**src/sv/mecb_pkg.sv**
```systemverilog
// Package for the masked edge counter bank.
// Holds the beat structs, command and register codes, and shared constants.
// Used by every module of the block; depends on nothing.
package mecb_pkg;

    localparam int NUM_PINS     = 8;
    localparam int CHANNELS_DEF = 8;
    localparam int COUNT_W      = 8;
    localparam int CHAN_W       = 3;
    localparam int CMD_W        = 2;
    localparam int CFG_IDX_W    = 8;
    localparam int CFG_DATA_W   = 8;

    localparam logic [CMD_W-1:0] CMD_SAMPLE = 2'd0;
    localparam logic [CMD_W-1:0] CMD_PEEK   = 2'd1;
    localparam logic [CMD_W-1:0] CMD_GET    = 2'd2;

    localparam logic [CFG_IDX_W-1:0] REG_RISING_MASK  = 8'd0;
    localparam logic [CFG_IDX_W-1:0] REG_FALLING_MASK = 8'd1;

    typedef struct packed {
        logic [CMD_W-1:0]    command;
        logic [NUM_PINS-1:0] pin_levels;
        logic [CHAN_W-1:0]   channel;
    } t_in_beat;

    typedef struct packed {
        logic [COUNT_W-1:0]  count;
        logic [NUM_PINS-1:0] edge_flags;
    } t_out_beat;

    typedef struct packed {
        logic sample;
        logic clear;
        logic level;
        logic rise_en;
        logic fall_en;
    } t_lane_ctl;

endpackage

```
**src/sv/mecb_lane.sv**
```systemverilog
// One counter lane of the masked edge counter bank.
// Tracks its pin level, detects enabled edges and keeps an 8-bit count.
// Depends on mecb_pkg.
module mecb_lane (
    input  logic                          i_clk,
    input  logic                          i_rst_n,
    input  mecb_pkg::t_lane_ctl           i_ctl,
    output logic                          o_flag,
    output logic [mecb_pkg::COUNT_W-1:0]  o_count
);

    logic                          r_prev;
    logic [mecb_pkg::COUNT_W-1:0]  r_count;
    logic                          n_prev;
    logic [mecb_pkg::COUNT_W-1:0]  n_count;
    logic                          w_flag;

    always_comb begin
        w_flag = i_ctl.sample && (i_ctl.level != r_prev) &&
                 ((i_ctl.level && i_ctl.rise_en) || (!i_ctl.level && i_ctl.fall_en));
        n_prev = i_ctl.sample ? i_ctl.level : r_prev;
        if (i_ctl.clear) begin
            n_count = '0;
        end else if (w_flag) begin
            n_count = r_count + mecb_pkg::COUNT_W'(1);
        end else begin
            n_count = r_count;
        end
    end

    always_ff @(posedge i_clk) begin
        if (!i_rst_n) begin
            r_prev  <= 1'b0;
            r_count <= '0;
        end else begin
            r_prev  <= n_prev;
            r_count <= n_count;
        end
    end

    assign o_flag  = w_flag;
    assign o_count = r_count;

endmodule

```
**src/sv/mecb_merge.sv**
```systemverilog
// Merge stage of the masked edge counter bank.
// Gathers lane flags into the edge flag word and selects the addressed count.
// Depends on mecb_pkg.
module mecb_merge #(
    parameter int LANES = mecb_pkg::CHANNELS_DEF
) (
    input  logic [mecb_pkg::CMD_W-1:0]               i_command,
    input  logic [mecb_pkg::CHAN_W-1:0]              i_channel,
    input  logic [LANES-1:0]                         i_flags,
    input  logic [LANES-1:0][mecb_pkg::COUNT_W-1:0]  i_counts,
    output mecb_pkg::t_out_beat                      o_result
);

    logic [mecb_pkg::COUNT_W-1:0]  w_sel;
    logic [mecb_pkg::NUM_PINS-1:0] w_flags;
    logic                          w_read;

    always_comb begin
        w_sel   = '0;
        w_flags = '0;
        for (int i = 0; i < LANES; i++) begin
            if (i_channel == mecb_pkg::CHAN_W'(i)) begin
                w_sel = i_counts[i];
            end
            w_flags[i] = i_flags[i];
        end
        w_read = (i_command == mecb_pkg::CMD_PEEK) || (i_command == mecb_pkg::CMD_GET);
        o_result.count      = w_read ? w_sel : '0;
        o_result.edge_flags = (i_command == mecb_pkg::CMD_SAMPLE) ? w_flags : '0;
    end

endmodule

```
**src/sv/masked_edge_counter_bank_top.sv**
```systemverilog
// Top level of the masked edge counter bank: mask registers, lanes, output register.
// Instantiates mecb_lane and mecb_merge; depends on mecb_pkg.
//
// The block takes one command beat per clock and returns exactly one result beat
// for each from a single output register. All channel lanes update in parallel
// in the cycle a beat is accepted, so a following beat sees the new counts and
// levels at once. The input stalls only while a result waits in the output
// register and the output side stalls. Mask writes through the configuration
// port are always ready and should be made while the block is idle.
module masked_edge_counter_bank_top #(
    parameter int CHANNELS = mecb_pkg::CHANNELS_DEF
) (
    input  logic                             i_clk,
    input  logic                             i_rst_n,
    input  logic                             i_in_valid,
    output logic                             o_in_stall,
    input  mecb_pkg::t_in_beat               i_in,
    output logic                             o_out_valid,
    input  logic                             i_out_stall,
    output mecb_pkg::t_out_beat              o_out,
    input  logic                             i_cfg_valid,
    output logic                             o_cfg_ready,
    input  logic [mecb_pkg::CFG_IDX_W-1:0]   i_cfg_index,
    input  logic [mecb_pkg::CFG_DATA_W-1:0]  i_cfg_data
);

    localparam int LANES = (CHANNELS < mecb_pkg::NUM_PINS) ? CHANNELS : mecb_pkg::NUM_PINS;

    logic [mecb_pkg::NUM_PINS-1:0]           r_rise;
    logic [mecb_pkg::NUM_PINS-1:0]           r_fall;
    logic                                    r_out_valid;
    mecb_pkg::t_out_beat                     r_out;
    logic                                    w_in_acc;
    logic                                    w_cfg_acc;
    logic [LANES-1:0]                        w_flags;
    logic [LANES-1:0][mecb_pkg::COUNT_W-1:0] w_counts;
    mecb_pkg::t_out_beat                     w_result;

    assign o_in_stall  = r_out_valid && i_out_stall;
    assign w_in_acc    = i_in_valid && !o_in_stall;
    assign o_cfg_ready = 1'b1;
    assign w_cfg_acc   = i_cfg_valid && o_cfg_ready;

    for (genvar g = 0; g < LANES; g++) begin : g_lane
        mecb_pkg::t_lane_ctl w_ctl;
        always_comb begin
            w_ctl.sample  = w_in_acc && (i_in.command == mecb_pkg::CMD_SAMPLE);
            w_ctl.clear   = w_in_acc && (i_in.command == mecb_pkg::CMD_GET) &&
                            (i_in.channel == mecb_pkg::CHAN_W'(g));
            w_ctl.level   = i_in.pin_levels[g];
            w_ctl.rise_en = r_rise[g];
            w_ctl.fall_en = r_fall[g];
        end
        mecb_lane u_lane (
            .i_clk   (i_clk),
            .i_rst_n (i_rst_n),
            .i_ctl   (w_ctl),
            .o_flag  (w_flags[g]),
            .o_count (w_counts[g])
        );
    end

    mecb_merge #(.LANES(LANES)) u_merge (
        .i_command (i_in.command),
        .i_channel (i_in.channel),
        .i_flags   (w_flags),
        .i_counts  (w_counts),
        .o_result  (w_result)
    );

    always_ff @(posedge i_clk) begin
        if (!i_rst_n) begin
            r_rise      <= '0;
            r_fall      <= '0;
            r_out_valid <= 1'b0;
        end else begin
            if (w_cfg_acc && (i_cfg_index == mecb_pkg::REG_RISING_MASK)) begin
                r_rise <= i_cfg_data;
            end
            if (w_cfg_acc && (i_cfg_index == mecb_pkg::REG_FALLING_MASK)) begin
                r_fall <= i_cfg_data;
            end
            if (w_in_acc) begin
                r_out_valid <= 1'b1;
            end else if (!i_out_stall) begin
                r_out_valid <= 1'b0;
            end
        end
    end

    always_ff @(posedge i_clk) begin
        if (w_in_acc) begin
            r_out <= w_result;
        end
    end

    assign o_out_valid = r_out_valid;
    assign o_out       = r_out;

    a_sample_no_count: assert property (@(posedge i_clk) disable iff (!i_rst_n)
        (w_in_acc && (i_in.command == mecb_pkg::CMD_SAMPLE)) |=> (r_out.count == '0))
        else $error("Sample result carries a nonzero count.");

    a_read_no_flags: assert property (@(posedge i_clk) disable iff (!i_rst_n)
        (w_in_acc && (i_in.command != mecb_pkg::CMD_SAMPLE)) |=> (r_out.edge_flags == '0))
        else $error("Non-sample result carries edge flags.");

    a_flags_masked: assert property (@(posedge i_clk) disable iff (!i_rst_n)
        w_in_acc |=> ((r_out.edge_flags & ~($past(r_rise) | $past(r_fall))) == '0))
        else $error("Edge flag set on a channel with both masks clear.");

    a_result_held: assert property (@(posedge i_clk) disable iff (!i_rst_n)
        w_in_acc |=> o_out_valid)
        else $error("Accepted beat produced no pending result.");

endmodule

```
**config.mk**
```make
export PLATFORM = sky130hd
export DESIGN_NAME = masked_edge_counter_bank_top
export DESIGN_NICKNAME = d
export VERILOG_FILES = /design/src/sv/mecb_pkg.sv /design/src/sv/mecb_lane.sv /design/src/sv/mecb_merge.sv /design/src/sv/masked_edge_counter_bank_top.sv
export SDC_FILE = /design/constraint.sdc
export NUM_CORES = 1
export LEC_CHECK = 0
export ABC_AREA = 0
export BUFFER_PORTS_ARGS = -buffer_cell sky130_fd_sc_hd__buf_4
export CORE_MARGIN = 5
export CORE_UTILIZATION = 35
export CTS_CLUSTER_DIAMETER = 30
export CTS_CLUSTER_SIZE = 10
export DETAILED_ROUTE_END_ITERATION = 10
export PLACE_DENSITY_LB_ADDON = 0.08
export SLEW_MARGIN = 0
export SYNTH_ARGS = -nofsm -noshare
export SYNTH_HDL_FRONTEND = slang
export SYNTH_SLANG_ARGS = --single-unit
```
**constraint.sdc**
```tcl
create_clock -name i_clk -period 3.35 [get_ports i_clk]
set_input_delay 0.8375 -clock i_clk [delete_from_list [all_inputs] [get_ports i_clk]]
set_output_delay 0.8375 -clock i_clk [all_outputs]
set_load 0.02 [all_outputs]
```
# ---- Word-level counts from Yosys, hierarchy flattened
# Index checks and enable logic that the tools add are counted.
dict set report totals {
  register_bits 105
}
dict set report op_classes {
  n_mux 10
  n_bitwise 1
  n_reduce_logical 75
  n_eq_ne 19
  addsub 8
}
# op n
set ops {}
lappend ops {{$add A8 B1 Y8 const B} 8}
lappend ops {{$mux W8} 8}
lappend ops {{$logic_and A1 B1 Y1} 46}
lappend ops {{$reduce_or A2 Y1} 8}
lappend ops {{$eq A3 B3 Y1 const B} 4}
lappend ops {{$logic_not A1 Y1} 9}
lappend ops {{$logic_or A1 B1 Y1} 9}
lappend ops {{$eq A8 B1 Y1 const B} 1}
lappend ops {{$logic_not A8 Y1} 1}
lappend ops {{$ne A1 B1 Y1} 8}
lappend ops {{$eq A3 B2 Y1 const B} 2}
lappend ops {{$eq A3 B1 Y1 const B} 1}
lappend ops {{$logic_not A3 Y1} 1}
lappend ops {{$eq A2 B1 Y1 const B} 1}
lappend ops {{$eq A2 B2 Y1 const B} 1}
lappend ops {{$logic_not A2 Y1} 1}
lappend ops {{$mux W1} 2}
lappend ops {{$ne A2 B1 Y1 const B} 1}
lappend ops {{$not A1 Y1} 1}

# ---- Depth between registers and ports, before layout
# Gate-level depths: netlist (run 1).
dict set report logic_depth {
  word_depth 9
  ltp_mapped 7
}

# ---- Cells and area by module
# Synthesis (run 1) repeated with hierarchy kept, for this count alone.
dict set report unflattened {
  cells_unflattened 653
  area_unflattened_um2 6107.1
}
# module seq_area_each_um2 cells_each area_per_inst_um2 instances
set modules_own_cells {}
lappend modules_own_cells {mecb_lane 180.2 56 504.2 8}
lappend modules_own_cells {masked_edge_counter_bank_top 820.8 100 1268.7 1}
lappend modules_own_cells {mecb_merge 0.0 105 804.5 1}

# ---- Worst setup path after synthesis (run 1)
# No wires, ideal clock.
dict set report synth_path {
  path_kind {input-to-reg}
  startpoint {input port i_out_stall}
  endpoint {register g_lane[0].u_lane.r_count, in the netlist g_lane[0].u_lane.o_count[4]}
  path_slack_ns 1.063
  t_arrival_ns 2.217
  cell_stages 7
  n_path_buf 1
  setup_time_ns 0.070
  path_cell_list {and2_4 -> nand2b_4 -> inv_4 -> buf_4 -> o2111ai_1 -> or3_1 -> a21oi_1}
}
dict set report synth_between {
  elab_chain_cells 6
  word_cells_on_any_way 9
}
# element line_no
set synth_rtl {}
lappend synth_rtl {{start, declared} masked_edge_counter_bank_top.sv:19} ;# input logic i_out_stall,
lappend synth_rtl {{$logic_and A1 B1 Y1 (*)} masked_edge_counter_bank_top.sv:39} ;# assign o_in_stall = r_out_valid && i_out_stall;
lappend synth_rtl {{$logic_not A1 Y1 (*)} masked_edge_counter_bank_top.sv:40} ;# assign w_in_acc = i_in_valid && !o_in_stall;
lappend synth_rtl {{$logic_and A1 B1 Y1 (*)} masked_edge_counter_bank_top.sv:40}
lappend synth_rtl {{via w_in_acc} masked_edge_counter_bank_top.sv:33} ;# logic w_in_acc;
lappend synth_rtl {{$logic_and A1 B1 Y1, on equally long branches} {masked_edge_counter_bank_top.sv:48, masked_edge_counter_bank_top.sv:47}}
lappend synth_rtl {{$logic_and A1 B1 Y1, on equally long branches} {masked_edge_counter_bank_top.sv:48, mecb_lane.sv:19}}
lappend synth_rtl {{$reduce_or A2 Y1 (no source line) or $logic_and A1 B1 Y1 (tied branches)} --}
lappend synth_rtl {{end signal, assigned} mecb_lane.sv:37} ;# r_count <= n_count;
lappend synth_rtl {{end, declared} mecb_lane.sv:13} ;# logic [mecb_pkg::COUNT_W-1:0] r_count;
# Mark *: on every way through the listed nets, which the timed path passes. The rest lies on a longest branch.
# A chain may end at the register's enable or synchronous reset.

# ---- Worst setup path after layout (run 1)
dict set report layout_path {
  startpoint {input port i_out_stall}
  endpoint {register g_lane[4].u_lane.r_count, in the netlist g_lane[4].u_lane.o_count[7]}
}
dict set report layout_between {
  elab_chain_cells 6
  word_cells_on_any_way 9
}
# element line_no
set layout_rtl {}
lappend layout_rtl {{$logic_and A1 B1 Y1 (*)} masked_edge_counter_bank_top.sv:39}
lappend layout_rtl {{$logic_not A1 Y1 (*)} masked_edge_counter_bank_top.sv:40}
lappend layout_rtl {{$logic_and A1 B1 Y1 (*)} masked_edge_counter_bank_top.sv:40}
lappend layout_rtl {{$logic_and A1 B1 Y1, on equally long branches} {masked_edge_counter_bank_top.sv:48, masked_edge_counter_bank_top.sv:47}}
lappend layout_rtl {{$logic_and A1 B1 Y1, on equally long branches} {masked_edge_counter_bank_top.sv:48, mecb_lane.sv:19}}
lappend layout_rtl {{$reduce_or A2 Y1 (no source line) or $logic_and A1 B1 Y1 (tied branches)} --}
lappend layout_rtl {{end signal, assigned} mecb_lane.sv:37}
lappend layout_rtl {{end, declared} mecb_lane.sv:13}
# Mark *: on every way between the ends. The rest lies on a longest branch, timed or not.

==> results.md, run 1 <==
* Status: completed
* Grt ovf at 0
* IO Pins at 53
* Synth area leader: dfxtp_1
* Final setup violation count at 0
* Critical path startpoint category: input pin
* Design Area, Final at 6170 sq um
* Row cnt at 45
* Synth top area share at 0.336
* Most used DFF post-synth: dfxtp_1
* Worst Tran Pin Value at 0.833 ns
* Pwr dens at 424 nW/um^2
* N_diodes at 0
* Die area at 17700 sq um
* GRT Overall Usage at 0.159
* FF-to-FF setup slack at 1.22 ns
* Synthesized net count at 582
* CP arrival at 2.70 ns
* Core area at 15000 sq um
* Post-Syn Area per Cell at 9.87 sq um
* Crit-path cells: buf_4 -> and2_4 -> nand2b_4 -> inv_4 -> buf_4 -> o2111ai_4 -> or3_1 -> a21oi_1
* Peak VDD IR at 0.000245 V
* Initial antenna violation count at 0
* Ratio of cells with drive above 1 in the final layout at 0.185
* Pin count of the biggest net entering global routing at 26
* Max Fanout on Critical Path at 25
* Worst flop-to-flop path startpoint: o_out_valid
* Worst slew margin at 0.439
* Number of synthesized flops with an enable pin at 16
* Num Clock Sinks at 105
* Fin crit share at 0.720
* Cts repair resizes at 0
* RSZ-0062 raised after global routing: no
* CTS tree: yes
* Max_cap viols at 0
* Clk_skew at 0.00746 ns
* Synth Warn # at 0
* Worst hold path cell count at 2
* Detailed-route via count at 4232
* Root buffer cell: clkbuf_16
* Area growth, synth to finish at 16.2%
* Fin nets at 628
* Max Buffers Root-to-Sink at 2
* Worst setup path class: input pin to register
* Die X at 133 microns
* Instance count of the mapped netlist at 538
* Worst path most repeated cell: buf_4
* Critical Path Sink Type: register
* Die height at 133 microns
* Post-CTS setup buffer count at 0
* Netlist Area Pre-Place at 5310 sq um
* CP bufs+invs at 3
* Netlist cell types at 49
* Commonest non-fill, non-tap cells in the layout: dfxtp_1, nand2_1, buf_4
* Synth Register Bits at 105
* Wire length per cell at 17.6 microns
* Slowest cell delay on critical path at 0.38 ns
* Setup WS pre-CTS at 0.555 ns
* Clock latency on the worst-skew pair at 0.35 ns
* Fmax at 415 MHz
* CP delay by family, top: buffers and inverters
* Hold bufs inserted after CTS at 0
* Vias per cell at 5.45
* Min Tclk post-route at 2.41 ns
* Asr flop ratio synth at 0
* Seq/Total Area, Yosys at 0.426
* Hold Crit Class: register to register
* R2r endpoint: g_lane[4].u_lane.o_count[7]
* First-pass GRT wire length at 22.2 mm
* Dominant cells by area after synthesis: dfxtp_1, edfxtp_1, mux4_2
* Drt total wl at 13.7 mm
* Detail Placement HPWL at 10.4 mm
* Critical Path RT at 3.64 ns
* Slew Viols, Final at 0
* Fin Setup TNS at 0 ns
* Hold Fails Final Rpt at 0
* Vias in the first global route at 4068
* Clock transition at the registers of the reported paths at 0.07 ns
* Initial core utilization at 0.353
* Initial DRC Count at 208
* Number of buffers created by CTS at 9
* Commonest non-fill, non-tap cell in the layout: dfxtp_1
* R2r worst-path depth at 7
* CTS HTree Levels at 3
* Detailed Routing Iterations Pass 1 at 4
* Hold Startpoint: r_rise[1]
* Fillers at 1470
* Placed Area at 5860 sq um
* Slowest stage cell, crit path: or3_1
* Residual DRC at 0
* Leak at 0.00222 uW
* Port Buf Inserts at 51
* Layout Utilization at 0.410
* Final Worst Setup Slack at 0.938 ns
* RePlAce Congestion at 0.768
* Hold EP: r_rise[1]
* Post-DRT Antenna Nets at 0
-- cell type report --
cell class | instances | area [sq um] | share of cell area
Timing Repair Buffer | 56 | 420 | 0.0682
Sequential cell | 105 | 2260 | 0.367
Clock inverter | 6 | 81.3 | 0.0132
Clock buffer | 10 | 229 | 0.0371
Multi-Input combinational cell | 396 | 2880 | 0.466
Inverter | 16 | 62.6 | 0.0101
Tap cell | 188 | 235 | 0.0381
-- registers in the layout (all words and copies together) (netlist names) --
register and flops:
g_lane.u_lane.r_prev 8, o_out 16, r_rise 8, g_lane.u_lane.o_count 64
r_fall 8, o_out_valid 1
-- per-stage QoR --
stage                     instances  power [uW]  hold slack (ns)
after floorplan                 538        1440            0.432
after global placement          761        1510            0.447
after detailed placement        761        1520            0.449
after CTS                       777        2660            0.461
after global routing            777        2720            0.490
final                           777        2610            0.456
-- synthesized netlist by cell type (2+ instances only) --
cell       instances
buf_4              3
and3b_1           16
o211ai_2           5
buf_1              4
nor2_1            25
xnor2_1            6
nor2b_1           11
and3_1             2
a41o_1             4
buf_2              5
a211oi_1           2
nand4_1           13
xor2_1            12
mux4_2            13
and2_1             3
clkbuf_1           8
dfxtp_1           89
edfxtp_1          16
o21ai_0           46
or3_1             28
inv_1             15
o31ai_1           10
nand3_1           24
mux2i_1            9
a21oi_1           53
a221oi_1           2
o41ai_2            4
ha_1              10
o211ai_1           3
o2111ai_4         10
or4_1             10
nand2_1           60
-- worst reg2reg max path: stages, from the launching register on --
cell and delay (ns):
dfxtp_1 0.32, and2_4 0.14, nand2b_4 0.18, inv_4 0.35, buf_4 0.37, o2111ai_4 0.19, or3_1 0.38, a21oi_1 0.14
-- power breakdown --
| group | total (uW) | switching, uW | internal (uW) |
|---|---|---|---|
| clock network | 1130 | 476 | 652 |
| registers | 1300 | 5.08 | 1290 |
| logic | 189 | 117 | 71.6 |
-- metal layers --
| metal | track usage | vias up | routed length, microns |
|---|---|---|---|
| met1 | 0.221 | 2049 | 6590 |
| met3 | 0.0431 | 8 | 654 |
| li1 | - | 2103 | - |
| met5 | 0 | - | 0 |
| met2 | 0.250 | 72 | 6320 |
| met4 | 0.0337 | 0 | 123 |
-- kinds of logic (layout without fill, tap and decap cells) --
kind of cell,count (synthesis),count (layout),synth area share
and+or+nand+nor,201,201,0.208
AOI/OAI and AO/OA,144,144,0.207
buffers and inverters,37,88,0.0321
DFF,105,105,0.426
muxes,22,22,0.0721
xor gates and xnor gates,18,18,0.0297
adders and majority gates,10,10,0.0236
other,1,1,0.000707
-- how the worst max path moves through the flow --
stage,slack [ns],startpoint,cells past startpoint,endpoint
finish,0.94,i_out_stall,8,g_lane[4].u_lane.o_count[7]
global route,0.82,i_out_stall,8,g_lane[4].u_lane.o_count[7]
CTS,0.94,i_out_stall,8,g_lane[4].u_lane.o_count[6]
detailed placement,0.56,i_out_stall,8,g_lane[4].u_lane.o_count[6]
global placement,0.59,i_out_stall,8,g_lane[4].u_lane.o_count[7]
floorplan,1.06,i_out_stall,7,g_lane[0].u_lane.o_count[4]
No activity file was read; power rests on OpenSTA's default activity.
==> run 2: changes to the inputs <==
==> constraint.sdc (replaced) <==
create_clock -name i_clk -period 2.41 [get_ports i_clk]
set_input_delay 0.6025 -clock i_clk [delete_from_list [all_inputs] [get_ports i_clk]]
set_output_delay 0.6025 -clock i_clk [all_outputs]
set_load 0.02 [all_outputs]
==> run 2 against run 1 <==
Power is 36% higher. Worst hold slack better by 0.0017 ns. Combinational power is 44% higher. Sequential power is 38% higher. Register-to-register slack worse by 0.68 ns. Flip-flop and latch count stayed put.
==> results.md, run 2 (synthesis gave the netlist of run 1 again) <==
* CP delay by family, top: simple AND/OR/NAND/NOR gates
* Critical path startpoint category: input pin
* Max_cap viols at 0
* Storage cell area at 2260 sq um
* CP bufs+invs at 3
* Status: completed
* Hold Crit Class: register to register
* FF-to-FF setup slack at 0.54 ns
* Pin count of the biggest net entering global routing at 38
* Number of buffers created by CTS at 9
* Initial antenna violation count at 0
* Pwr dens at 571 nW/um^2
* R2r worst-path depth at 7
* Hold Fails Final Rpt at 0
* Slowest stage cell, crit path: or3_1
* Initial DRC Count at 244
* Fin Setup TNS at 0 ns
* Wire length per cell at 17.2 microns
* CP Depth at 8
* Share of power burned in registers at 0.507
* Max Buffers Root-to-Sink at 2
* Critical Path RT at 2.70 ns
* GRT Overall Usage at 0.157
* Worst path most repeated cell: buf_4
* CP arrival at 2.19 ns
* Design Area, Final at 6230 sq um
* CTS tree: yes
* IO Pins at 53
* RePlAce Congestion at 0.789
* Layout Utilization at 0.414
* Ratio of cells with drive above 1 in the final layout at 0.196
* Cts repair resizes at 0
* Worst Hold Slack at 0.458 ns
* Detailed-route via count at 4251
* Fmax at 525 MHz
* Core area at 15000 sq um
* Max Fanout on Critical Path at 17
* Clock network power share at 0.417
* Final setup violation count at 0
* Root buffer cell: clkbuf_16
* Area growth, synth to finish at 17.4%
* Port Buf Inserts at 51
* Placed Area at 5940 sq um
* N_diodes at 0
* Worst setup path class: input pin to register
* Die height at 133 microns
* Crit-path cells: buf_4 -> and2_4 -> nand2b_4 -> inv_4 -> buf_4 -> o2111ai_4 -> or3_1 -> a21oi_1
* Min Tclk post-route at 1.90 ns
* Post-DRT Antenna Nets at 0
* Max reg flops at 64
* Commonest non-fill, non-tap cell in the layout: dfxtp_1
* Fillers at 1485
* CTS HTree Levels at 3
* Residual DRC at 0
* RSZ-0062 raised after global routing: no
* First-pass GRT wire length at 21.9 mm
* Die area at 17700 sq um
* Clk_skew at 0.00694 ns
* Clock transition at the registers of the reported paths at 0.07 ns
* Comb pwr share at 0.077
* Hold bufs inserted after CTS at 0
* Peak VDD IR at 0.000334 V
* Clock latency on the worst-skew pair at 0.36 ns
* Commonest non-fill, non-tap cells in the layout: dfxtp_1, buf_4, nand2_1
* Fin nets at 637
* Slew Viols, Final at 0
* Multi-input logic area at 2880 sq um
* Num Clock Sinks at 105
* Final std cells w/o fill at 786
* Post-CTS setup buffer count at 0
* Row cnt at 45
* Critical Path Sink Type: register
* Grt ovf at 0
* Vias in the first global route at 3960
* Detailed Routing Iterations Pass 1 at 4
* Net Switching at 831 uW
* Initial core utilization at 0.353
* Internal power consumption at 2720 uW
* Dpl cells at 770
* Slowest cell delay on critical path at 0.37 ns
* Switching share of total power at 0.234
* Die X at 133 microns
* Vias per cell at 5.41
* Leak at 0.00226 uW
* Detail Placement HPWL at 10.3 mm
* Worst hold path cell count at 2
* Drt total wl at 13.6 mm
* Fin crit share at 0.790
## run 2: worst paths after layout
kind | from | endpoint
setup / recovery | i_out_stall | g_lane[4].u_lane.o_count[5]
hold / removal | r_rise[6] | r_rise[6]
setup reg to reg | o_out_valid | g_lane[4].u_lane.o_count[5]
hold reg to reg | r_rise[6] | r_rise[6]
## run 2: power by group through the flow
stage	clock network, uW	logic (uW)	registers [uW]
2_1_floorplan	0	137	1860
4_1_cts	1530	278	1800
3_5_place_dp	0	277	1840
3_3_place_gp	0	272	1840
6_report	1480	273	1800
5_1_grt	1590	297	1800
## run 2: cell type report
| class | count | area share |
|---|---|---|
| clock inverters | 2 | 0.00161 |
| repair buffers | 65 | 0.0803 |
| inverters | 16 | 0.0100 |
| multi-input cells | 396 | 0.461 |
| flip-flops and latches | 105 | 0.363 |
| well taps | 188 | 0.0378 |
| clock buffers | 14 | 0.0458 |
## run 2: metrics by stage
step / power (uW) / setup slack (ns)
global placement: 2110 / 0.194
detailed placement: 2120 / 0.121
global route: 3690 / 0.412
finish: 3560 / 0.505
CTS: 3610 / 0.515
floorplan: 2000 / 0.358
## run 2: per-layer routing
| metal | track usage | routed length (microns) | vias up | part of all wire |
|---|---|---|---|---|
| met1 | 0.225 | 6700 | 2053 | 0.49 |
| met3 | 0.0412 | 573 | 13 | 0.042 |
| met4 | 0.0509 | 312 | 0 | 0.023 |
| li1 | - | - | 2118 | - |
| met2 | 0.230 | 5960 | 67 | 0.44 |
| met5 | 0 | 0 | - | 0 |
## run 2: worst register-to-register path: cells and delay by family (launching register included)
| family | cells | cell delay (ns) |
|---|---|---|
| DFF | 1 | 0.32 |
| buffers and inverters | 2 | 0.51 |
| AOI/OAI and AO/OA | 2 | 0.30 |
| and+or+nand+nor | 3 | 0.66 |
